**config.mk**
```make
export PLATFORM = sky130hd
export DESIGN_NAME = pulse_width_period_duty_capture_unit
export DESIGN_NICKNAME = d
export VERILOG_FILES = /design/src/rtl/pwpdc_pkg.sv /design/src/rtl/pwpdc_div.sv /design/src/rtl/pulse_width_period_duty_capture_unit.sv
export VERILOG_INCLUDE_DIRS = /design/src /design/src/rtl
export SDC_FILE = /design/constraint.sdc
export NUM_CORES = 1
export LEC_CHECK = 0
export BUFFER_PORTS_ARGS = -buffer_cell sky130_fd_sc_hd__buf_2
export CORE_ASPECT_RATIO = 1.1
export CORE_UTILIZATION = 40
export CTS_CLUSTER_DIAMETER = 100
export CTS_CLUSTER_SIZE = 10
export DETAILED_ROUTE_END_ITERATION = 8
export GPL_TIMING_DRIVEN = 0
export HOLD_SLACK_MARGIN = 0.03
export RECOVER_POWER = 25
export SLEW_MARGIN = 20
export SYNTH_ARGS = -nofsm -noshare
export SYNTH_HDL_FRONTEND = slang
export SYNTH_SLANG_ARGS = --single-unit
```
**constraint.sdc**
```tcl
create_clock -name clk -period 5.6 [get_ports clk]
set_clock_uncertainty 0.1 [all_clocks]
set_input_delay 0.28 -clock clk [delete_from_list [all_inputs] [get_ports clk]]
set_output_delay 0.28 -clock clk [all_outputs]
set_load 0.03 [all_outputs]
```
**src/rtl/pulse_width_period_duty_capture_unit_assert.svh**
```systemverilog
// Assertion macros for the capture unit.
`ifndef PULSE_WIDTH_PERIOD_DUTY_CAPTURE_UNIT_ASSERT_SVH
`define PULSE_WIDTH_PERIOD_DUTY_CAPTURE_UNIT_ASSERT_SVH

// Same-cycle implication, disabled while in reset.
`define PWPDC_ASSERT_NOW(label, clk, rst_n, ante, cons, msg) \
    label: assert property (@(posedge clk) disable iff (!rst_n) (ante) |-> (cons)) \
        else $error(msg);

// Next-cycle implication, disabled while in reset.
`define PWPDC_ASSERT_NEXT(label, clk, rst_n, ante, cons, msg) \
    label: assert property (@(posedge clk) disable iff (!rst_n) (ante) |=> (cons)) \
        else $error(msg);

`endif

```
**src/rtl/pwpdc_pkg.sv**
```systemverilog
package pwpdc_pkg;

    localparam int STAMP_W    = 16;
    localparam int DUTY_W     = 7;
    localparam int DIVIDEND_W = STAMP_W + DUTY_W;
    localparam int STEP_W     = 3;

    localparam logic [DUTY_W-1:0] FULL_DUTY = 7'd100;
    localparam logic [STEP_W-1:0] QUO_STEPS = 3'd7;

    // capture phase codes; the unused code behaves as PH_START
    localparam logic [1:0] PH_START = 2'd0;
    localparam logic [1:0] PH_FALL  = 2'd1;
    localparam logic [1:0] PH_CLOSE = 2'd2;

    typedef enum logic [3:0] {
        S_IDLE  = 4'b0001,
        S_CHECK = 4'b0010,
        S_DIV   = 4'b0100,
        S_LOAD  = 4'b1000
    } state_t;

    typedef struct packed {
        logic              busy;
        logic [DUTY_W-1:0] quotient;
    } div_sts_t;

endpackage

```
**src/rtl/pwpdc_div.sv**
```systemverilog
// Restoring divider, one quotient bit per cycle.
// Needs quotient < 2**DUTY_W, i.e. dividend[22:7] < divisor.
module pwpdc_div (
    input  logic                                clk,
    input  logic                                rst_n,
    input  logic                                start,
    input  logic [pwpdc_pkg::DIVIDEND_W-1:0]    dividend,
    input  logic [pwpdc_pkg::STAMP_W-1:0]       divisor,
    output pwpdc_pkg::div_sts_t                 sts
);

    logic [pwpdc_pkg::STEP_W-1:0]  cnt_reg;
    logic [pwpdc_pkg::STEP_W-1:0]  cnt_next;
    logic [pwpdc_pkg::STAMP_W-1:0] rem_reg;
    logic [pwpdc_pkg::STAMP_W-1:0] rem_next;
    logic [pwpdc_pkg::DUTY_W-1:0]  dvd_reg;
    logic [pwpdc_pkg::DUTY_W-1:0]  dvd_next;
    logic [pwpdc_pkg::DUTY_W-1:0]  quo_reg;
    logic [pwpdc_pkg::DUTY_W-1:0]  quo_next;
    logic [pwpdc_pkg::STAMP_W:0]   trial;
    logic [pwpdc_pkg::STAMP_W:0]   diff;
    logic                          ge;

    assign trial = {rem_reg, dvd_reg[pwpdc_pkg::DUTY_W-1]};
    assign diff  = trial - {1'b0, divisor};
    assign ge    = (trial >= {1'b0, divisor});

    always_comb
    begin
        cnt_next = cnt_reg;
        rem_next = rem_reg;
        dvd_next = dvd_reg;
        quo_next = quo_reg;
        if (cnt_reg != '0)
        begin
            cnt_next = cnt_reg - 1'b1;
            rem_next = ge ? diff[pwpdc_pkg::STAMP_W-1:0] : trial[pwpdc_pkg::STAMP_W-1:0];
            dvd_next = {dvd_reg[pwpdc_pkg::DUTY_W-2:0], 1'b0};
            quo_next = {quo_reg[pwpdc_pkg::DUTY_W-2:0], ge};
        end
        else if (start)
        begin
            cnt_next = pwpdc_pkg::QUO_STEPS;
            rem_next = dividend[pwpdc_pkg::DIVIDEND_W-1:pwpdc_pkg::DUTY_W];
            dvd_next = dividend[pwpdc_pkg::DUTY_W-1:0];
            quo_next = '0;
        end
    end

    always_ff @(posedge clk or negedge rst_n)
    begin
        if (!rst_n)
        begin
            cnt_reg <= '0;
        end
        else
        begin
            cnt_reg <= cnt_next;
        end
    end

    always_ff @(posedge clk)
    begin
        rem_reg <= rem_next;
        dvd_reg <= dvd_next;
        quo_reg <= quo_next;
    end

    assign sts.busy     = (cnt_reg != '0);
    assign sts.quotient = quo_reg;

endmodule

```
**src/rtl/pulse_width_period_duty_capture_unit.sv**
```systemverilog
// Input capture for pulse width, period and duty. Each request is one edge
// event: its polarity and a 16-bit free-running timer stamp. The unit keeps
// the stamp of a rising edge, then of the next falling edge, and on the next
// rising edge issues one result: high width and period (modulo 2^16
// differences) and duty = floor(100*width/period). A zero period or a width
// beyond the period gives duty 100 with range_error set. Edges of the wrong
// polarity are taken and dropped. Opening and falling edges only store their
// stamp. A closing edge passes through accept, range check, seven divider
// steps, quotient pick-up and result load, skipping the divider steps when
// the range check fails; the bit-serial divider retires one quotient bit per
// cycle. A finished result sits in an output register, so further edges are
// taken while it waits; only a second result stalls until the first is taken.
module pulse_width_period_duty_capture_unit (
    input  logic                                clk,
    input  logic                                rst_n,
    input  logic                                in_valid,
    output logic                                in_ready,
    input  logic                                edge_rising,
    input  logic [pwpdc_pkg::STAMP_W-1:0]       capture_time,
    output logic                                out_valid,
    input  logic                                out_ready,
    output logic [pwpdc_pkg::STAMP_W-1:0]       high_width,
    output logic [pwpdc_pkg::STAMP_W-1:0]       full_period,
    output logic [pwpdc_pkg::DUTY_W-1:0]        duty_percent,
    output logic                                range_error
);

    pwpdc_pkg::state_t state_reg;
    pwpdc_pkg::state_t state_next;

    logic [1:0]                         phase_reg;
    logic [1:0]                         phase_next;
    logic [pwpdc_pkg::STAMP_W-1:0]      start_reg;
    logic [pwpdc_pkg::STAMP_W-1:0]      start_next;
    logic [pwpdc_pkg::STAMP_W-1:0]      fall_reg;
    logic [pwpdc_pkg::STAMP_W-1:0]      fall_next;
    logic [pwpdc_pkg::STAMP_W-1:0]      width_reg;
    logic [pwpdc_pkg::STAMP_W-1:0]      width_next;
    logic [pwpdc_pkg::STAMP_W-1:0]      period_reg;
    logic [pwpdc_pkg::STAMP_W-1:0]      period_next;
    logic [pwpdc_pkg::DUTY_W-1:0]       duty_reg;
    logic [pwpdc_pkg::DUTY_W-1:0]       duty_next;
    logic                               err_reg;
    logic                               err_next;

    // output register
    logic                               out_valid_reg;
    logic                               out_valid_next;
    logic [pwpdc_pkg::STAMP_W-1:0]      ow_reg;
    logic [pwpdc_pkg::STAMP_W-1:0]      ow_next;
    logic [pwpdc_pkg::STAMP_W-1:0]      op_reg;
    logic [pwpdc_pkg::STAMP_W-1:0]      op_next;
    logic [pwpdc_pkg::DUTY_W-1:0]       od_reg;
    logic [pwpdc_pkg::DUTY_W-1:0]       od_next;
    logic                               oe_reg;
    logic                               oe_next;

    logic                               div_start;
    logic [pwpdc_pkg::DIVIDEND_W-1:0]   dividend;
    logic [pwpdc_pkg::DIVIDEND_W-1:0]   width_ext;
    pwpdc_pkg::div_sts_t                div_sts;

    // 100*w = 64w + 32w + 4w
    assign width_ext = {{(pwpdc_pkg::DIVIDEND_W-pwpdc_pkg::STAMP_W){1'b0}}, width_reg};
    assign dividend  = (width_ext << 6) + (width_ext << 5) + (width_ext << 2);

    pwpdc_div u_div (
        .clk      (clk),
        .rst_n    (rst_n),
        .start    (div_start),
        .dividend (dividend),
        .divisor  (period_reg),
        .sts      (div_sts)
    );

    assign in_ready = (state_reg == pwpdc_pkg::S_IDLE);

    always_comb
    begin
        state_next     = state_reg;
        phase_next     = phase_reg;
        start_next     = start_reg;
        fall_next      = fall_reg;
        width_next     = width_reg;
        period_next    = period_reg;
        duty_next      = duty_reg;
        err_next       = err_reg;
        out_valid_next = out_valid_reg;
        ow_next        = ow_reg;
        op_next        = op_reg;
        od_next        = od_reg;
        oe_next        = oe_reg;
        div_start      = 1'b0;

        if (out_valid_reg && out_ready)
        begin
            out_valid_next = 1'b0;
        end

        case (state_reg)
            pwpdc_pkg::S_IDLE:
            begin
                if (in_valid)
                begin
                    case (phase_reg)
                        pwpdc_pkg::PH_FALL:
                        begin
                            if (!edge_rising)
                            begin
                                fall_next  = capture_time;
                                phase_next = pwpdc_pkg::PH_CLOSE;
                            end
                        end
                        pwpdc_pkg::PH_CLOSE:
                        begin
                            if (edge_rising)
                            begin
                                width_next  = fall_reg - start_reg;
                                period_next = capture_time - start_reg;
                                phase_next  = pwpdc_pkg::PH_START;
                                state_next  = pwpdc_pkg::S_CHECK;
                            end
                        end
                        default:
                        begin
                            // awaiting opening edge (unused code too)
                            if (edge_rising)
                            begin
                                start_next = capture_time;
                                phase_next = pwpdc_pkg::PH_FALL;
                            end
                        end
                    endcase
                end
            end
            pwpdc_pkg::S_CHECK:
            begin
                if ((period_reg == '0) || (width_reg > period_reg))
                begin
                    duty_next  = pwpdc_pkg::FULL_DUTY;
                    err_next   = 1'b1;
                    state_next = pwpdc_pkg::S_LOAD;
                end
                else
                begin
                    div_start  = 1'b1;
                    err_next   = 1'b0;
                    state_next = pwpdc_pkg::S_DIV;
                end
            end
            pwpdc_pkg::S_DIV:
            begin
                if (!div_sts.busy)
                begin
                    duty_next  = div_sts.quotient;
                    state_next = pwpdc_pkg::S_LOAD;
                end
            end
            pwpdc_pkg::S_LOAD:
            begin
                // wait for a free output slot
                if (!out_valid_reg || out_ready)
                begin
                    out_valid_next = 1'b1;
                    ow_next        = width_reg;
                    op_next        = period_reg;
                    od_next        = duty_reg;
                    oe_next        = err_reg;
                    state_next     = pwpdc_pkg::S_IDLE;
                end
            end
            default:
            begin
                state_next = pwpdc_pkg::S_IDLE;
            end
        endcase
    end

    always_ff @(posedge clk or negedge rst_n)
    begin
        if (!rst_n)
        begin
            state_reg     <= pwpdc_pkg::S_IDLE;
            phase_reg     <= pwpdc_pkg::PH_START;
            out_valid_reg <= 1'b0;
        end
        else
        begin
            state_reg     <= state_next;
            phase_reg     <= phase_next;
            out_valid_reg <= out_valid_next;
        end
    end

    always_ff @(posedge clk)
    begin
        start_reg  <= start_next;
        fall_reg   <= fall_next;
        width_reg  <= width_next;
        period_reg <= period_next;
        duty_reg   <= duty_next;
        err_reg    <= err_next;
        ow_reg     <= ow_next;
        op_reg     <= op_next;
        od_reg     <= od_next;
        oe_reg     <= oe_next;
    end

    assign out_valid    = out_valid_reg;
    assign high_width   = ow_reg;
    assign full_period  = op_reg;
    assign duty_percent = od_reg;
    assign range_error  = oe_reg;

`include "pulse_width_period_duty_capture_unit_assert.svh"

    // closing edge always leads to the range check
    `PWPDC_ASSERT_NEXT(a_close_to_check, clk, rst_n,
        in_valid && in_ready && edge_rising && (phase_reg == pwpdc_pkg::PH_CLOSE),
        state_reg == pwpdc_pkg::S_CHECK, "closing edge did not start range check")

    // a free slot in the load state produces a result
    `PWPDC_ASSERT_NEXT(a_load_issues, clk, rst_n,
        (state_reg == pwpdc_pkg::S_LOAD) && (!out_valid_reg || out_ready),
        out_valid && (state_reg == pwpdc_pkg::S_IDLE), "result not issued")

    // error results saturate
    `PWPDC_ASSERT_NOW(a_err_sat, clk, rst_n, out_valid && range_error,
        duty_percent == pwpdc_pkg::FULL_DUTY, "error result not saturated")

    // in-range results are consistent
    `PWPDC_ASSERT_NOW(a_in_range, clk, rst_n, out_valid && !range_error,
        (duty_percent <= pwpdc_pkg::FULL_DUTY) && (high_width <= full_period)
        && (full_period != '0), "in-range result inconsistent")

endmodule

```
---- Yosys cells after proc, flatten, opt, wreduce, memory -nomap -nowiden ----
Cells that the tools add are included.
storage, ports and cells
  register bits ........................... 152
  input bits .............................. 21
operators by class
  $add $sub $neg .......................... 6
  order comparisons ....................... 2
  equality and inequality tests ........... 14
  muxes and demuxes ....................... 29
  bitwise logic cells ..................... 2
  reductions and logical operators ........ 17
operator list
  cell                number
  $mux 16             3
  $sub 16x16->16      3
  $mux 7              6
  $mux 4              6
  $add 22x21->23      1
  $add 23x18->23      1
  $ge 17x16->1        1
  $gt 16x16->1        1
  $logic_not 16->1    1
  $pmux 4 s4          1
  $pmux 7 s2          1
  $ne 2x2->1 const B  6
  $reduce_and 4->1    3
  $reduce_and 5->1    2
  $mux 1              6
  $mux 2              3
  $mux 3              2
  $reduce_bool 2->1   3
  $eq 4x1->1 const B  1
  $eq 4x2->1 const B  1
  $eq 4x3->1 const B  1
  $eq 4x4->1 const B  1
  $ne 2x1->1 const B  2
  $pmux 2 s2          1
  11 further kinds    13

---- Logic depth before layout (Yosys ltp) ----
  depth after elaboration ................. 6
  depth in mapped cells ................... 12
  depth with buffers taken out ............ 12

---- Modules after synthesis ----
Synthesis repeated with hierarchy kept, for this count alone.
unflattened totals
  cells, all modules ...................... 788
  area, all modules ....................... 8968.6 um2
by module, submodules not included
  module                                instances  cells each  area each (um2)  sequential area each (um2)
  pulse_width_period_duty_capture_unit  1          537         6627.6           3539.6
  pwpdc_div                             1          251         2341.0           965.9

---- Worst setup path after synthesis ----
No wires, ideal clock.
  path kind ............................... register to register
  from .................................... reg width_reg[1] (netlist name)
  to ...................................... reg u_div.cnt_reg[0] (netlist name)
  setup time .............................. 80 ps
  arrival ................................. 4155 ps
  setup slack ............................. 1265 ps
  stages on the path, launching flop included .. 10
  buffers on the path ..................... 0
  period minus slack after synthesis ...... 4335 ps
  cells stage by stage .................... edfxtp_1 -> ha_1 -> nor2b_1 -> o21a_1 -> o21a_1 -> o21bai_1 -> a21oi_1 -> o32a_1 -> o21ai_0 -> mux2_2
on the way
  cells in the longest elaborated chain, start to end .. 5
RTL lines
  item                                line                                         text
  start, declared                     pulse_width_period_duty_capture_unit.sv:37   logic [pwpdc_pkg::STAMP_W-1:0] width_reg;
  start signal, assigned              pulse_width_period_duty_capture_unit.sv:199  width_reg <= width_next;
  $gt 16x16->1                        pulse_width_period_duty_capture_unit.sv:138  if ((period_reg == '0) || (width_reg > period_reg))
  $logic_or 1x1->1                    pulse_width_period_duty_capture_unit.sv:138
  $mux 1                              pulse_width_period_duty_capture_unit.sv:138
  $mux 1                              pulse_width_period_duty_capture_unit.sv:100  case (state_reg)
  $reduce_bool 2->1 (no source line)  --
  end signal, assigned                pwpdc_div.sv:58                              cnt_reg <= cnt_next;
  end, declared                       pwpdc_div.sv:12                              logic [pwpdc_pkg::STEP_W-1:0] cnt_reg;
No other way between the ends.
A chain may end at the register's enable or synchronous reset.

---- Worst setup path in the final report ----
  from .................................... reg width_reg[5] (netlist name)
  to ...................................... reg u_div.rem_reg[14] (netlist name) (data pin)
on the way
  cells in the longest elaborated chain, start to end .. 4
RTL lines
  item                                line                                        text
  $add 22x21->23                      pulse_width_period_duty_capture_unit.sv:65  assign dividend = (width_ext << 6) + (width_ext << 5) + (width_ext << 2);
  $add 23x18->23 *                    pulse_width_period_duty_capture_unit.sv:65
  $mux 16 *                           pwpdc_div.sv:41                             else if (start)
  $mux 16 *                           pwpdc_div.sv:34                             if (cnt_reg != '0)
  named net u_div.rem_next (one bit)  pwpdc_div.sv:15                             logic [pwpdc_pkg::STAMP_W-1:0] rem_next;
  end signal, assigned                pwpdc_div.sv:64                             rem_reg <= rem_next;
  end, declared                       pwpdc_div.sv:14                             logic [pwpdc_pkg::STAMP_W-1:0] rem_reg;
The timed path passes the listed nets; every way through them passes the cells marked *. The select of a mux whose other input is x is not followed.

==> flow_metrics.tcl <==
set metrics [dict create \
    die_h_um 158 \
    cts_buffers 17 \
    area.growth.synth_to_final_pct 17.4 \
    hold_viol 0 \
    nets 966 \
    setup_viol 0 \
    via_per_inst 5.15 \
    synthSimpleGateAreaFrac_pct 10.5 \
    grt.overflow.total 0 \
    antenna_found_initial 0 \
    wl_um 18900 \
    via_count 5903 \
    ant_nets 0 \
    clockBufferDepth 2 \
    p_leak_uw 0.00419 \
    cts-root-buf "clkbuf_16" \
    status "finished, final reports clean" \
    synth_area_per_cell_sq_um 12.0 \
    tightestPinTransition_ps 1030 \
    dp_hpwl_um 14400 \
    fin_crit_ps 3630 \
    yosys_warnings 0 \
    crit_fanout 5 \
    clock_latency_ps 430 \
    finalCritPeriodShare_pct 64.9 \
    synth_top_area_share_pct 47.5 \
    postPlaceCellArea_sq_mm 0.00963 \
    setup_ws_ps 1970 \
    cts_tree "done" \
    startpoint_type "flip-flop" \
    synth_top_family_by_area "adder cells" \
    synth_xor_area_share_pct 4.55 \
    maxCapViolCount 0 \
    gp_congestion 0.817 \
    critPathArrivalTime_ps 3680 \
    synth_cell_type_count 66 \
    detail_route.wl_per_cell_um 16.5 \
    cts_setup_buffers 0 \
    grt_pass1_wl_um 30300 \
    required_ps 5650 \
    synth-seq-cells 150 \
    clkTransAtPathRegs_ps 60 \
    cts_max_level 4 \
    drive_above_1_share_pct 11.9 \
    synth_nets 863 \
    postSynthCellCount 740 \
    synth_compound_area_share_pct 13.3 \
    yosysSeqAreaShare_pct 50.3 \
    synthTopCellsByArea "edfxtp_1, ha_1, fa_1" \
    die-area_sq_mm 0.0227 \
    n_antenna_cell 0 \
    grt_util_all_layers_pct 18.0 \
    clock-sinks 150 \
    fin_area_sq_mm 0.0104 \
    p_per_area_mw_per_mm2 473 \
    fmax_mhz 275 \
    synth_mux_area_share_pct 2.18 \
    max_slew_margin_pct 30.9 \
    firstDrtPassIters 4 \
    core_region_area_sq_mm 0.0215 \
    vdd.ir_drop.worst_mv 0.242 \
    start_util_pct 41.2 \
    yosys.area.top_type "edfxtp_1" \
    endpoint_kind "flip-flop" \
    nFillCells 1932 \
    synth-async-reset-ratio_pct 6.67 \
    rsz0062_at_grt "false" \
    portBuffers 62 \
    drt_iter0_markers 259 \
    die_w_um 144 \
    drc_errors 0 \
    fp-row-count 56 \
    ios 63 \
    synth_edf_count 140 \
    grt_pass1_vias 5847 \
    grt_max_degree 33 \
    synth_area_sq_mm 0.00885 \
    drv_slew 0 \
    synth_flop_cell "edfxtp_1" \
    dp_slack_ps 1960 \
    path_class "flip-flop to flip-flop" \
    synthAdderAreaFrac_pct 15.8 \
    hp-class "primary input to flip-flop" \
]
[worst max-delay path, stage by stage (launching register included)]
cell and delay [ps]:
edfxtp_1 550, fa_1 560, ha_1 320, a211oi_1 400, o21ai_0 190, a31o_2 280
a21oi_1 270, o211ai_1 150, a41oi_1 270, xor2_1 180, a22oi_1 80
[per-stage QoR]
step                hold WS [ps]  TNS [ps]  total power [uW]  std cells  util, %
detailed placement          61.4         0              3720       1097     44.8
global route                62.3         0              5250       1146     48.3
floorplan                   -116         0              3240        740        -
CTS                         37.2         0              4940       1146     48.4
global placement            60.2     -5280              3670       1092     44.3
finish                      55.5         0              4910       1146     48.3
[logic make-up (layout without fill, tap and decap cells)]
| logic type | after synthesis | count (layout) |
|---|---|---|
| and+or+nand+nor | 176 | 176 |
| AOI/OAI and AO/OA | 172 | 172 |
| DFF | 150 | 150 |
| adders and majority gates | 102 | 102 |
| buffers and inverters | 75 | 191 |
| xor gates and xnor gates | 46 | 46 |
| muxes | 19 | 19 |
[what timing repair did]
action                                  CTS  global route
endpoints found under the setup margin    0             0
hold endpoints to repair                 42             0
resized for setup                         0             0
hold buffers                             17             0
[final cells by class]
class,count,area (sq um),area share [%]
sequential,150,4460,42.9
multi-input combinational,515,4130,39.7
timing repair buffer,84,541,5.20
clock buffer,19,433,4.16
tap,290,363,3.49
inverter,66,248,2.38
clock inverter,13,180,1.73
buffer,9,50.0,0.481
[final timing paths]
kind                            slack [ps]                    from  depth (start not counted)                      endpoint
worst max-delay path                  1970  width_reg[5]$_DFFE_PP_                         10   u_div.rem_reg[14]$_DFFE_PP_
min in group asynchronous              260                   rst_n                          2  u_div.cnt_reg[2]$_DFFE_PN0P_
worst min register to register         320       err_reg$_DFFE_PN_                          0         range_error$_DFFE_PP_
worst min-delay path                    60               out_ready                          3           out_valid$_DFF_PN0_
worst max register to register        1970  width_reg[5]$_DFFE_PP_                         10   u_div.rem_reg[14]$_DFFE_PP_
max in group asynchronous             4770                   rst_n                          2      state_reg[0]$_DFFE_PN1P_
[report_power, final]
part	total [uW]	internal [uW]	switching, uW
registers	1660	1550	117
clock network	1200	743	456
logic	2050	907	1140
total	4910	3200	1720
[cell usage in the layout, fill, tap and decap left out, types with 7 or more instances in the layout]
cell type and instances:
a21o_1 15, a21oi_1 45, and2_1 15, buf_2 44
clkbuf_1 27, clkbuf_16 17, dfrtp_1 9, dlygate4sd3_1 17
edfxtp_1 140, fa_1 16, ha_1 86, inv_1 66
mux2i_1 17, nand2_1 34, nand2b_1 13, nand3_1 13
nand4_1 8, nor2_1 40, nor2b_1 10, nor3_1 9
nor4_1 8, o211ai_1 7, o21a_1 12, o21ai_0 37
o21bai_1 7, xnor2_1 33, xor2_1 13
[synth_stat cells, types with 6 or more instances]
master,n
xnor2_1,33
mux2i_1,17
ha_1,86
dfrtp_1,9
nand3_1,13
nor2b_1,11
a21oi_1,45
o21a_1,12
edfxtp_1,140
or2_2,6
inv_1,66
nand2b_1,13
and2_1,15
nand2_1,34
nor2_1,40
xor2_1,13
a21o_1,15
o21bai_1,7
fa_1,16
clkbuf_1,7
nand4_1,8
o21ai_0,38
nor3_1,9
nor4_1,8
o211ai_1,7
[metal layers]
| layer | track usage (%) | vias up | wire [um] |
|---|---|---|---|
| li1 | - | 2953 | - |
| met1 | 22.6 | 2817 | 8850 |
| met2 | 30.7 | 112 | 9200 |
| met3 | 3.12 | 21 | 559 |
| met4 | 6.48 | 0 | 323 |
| met5 | 0 | - | 0 |
Power figures use the tool's default switching activity.
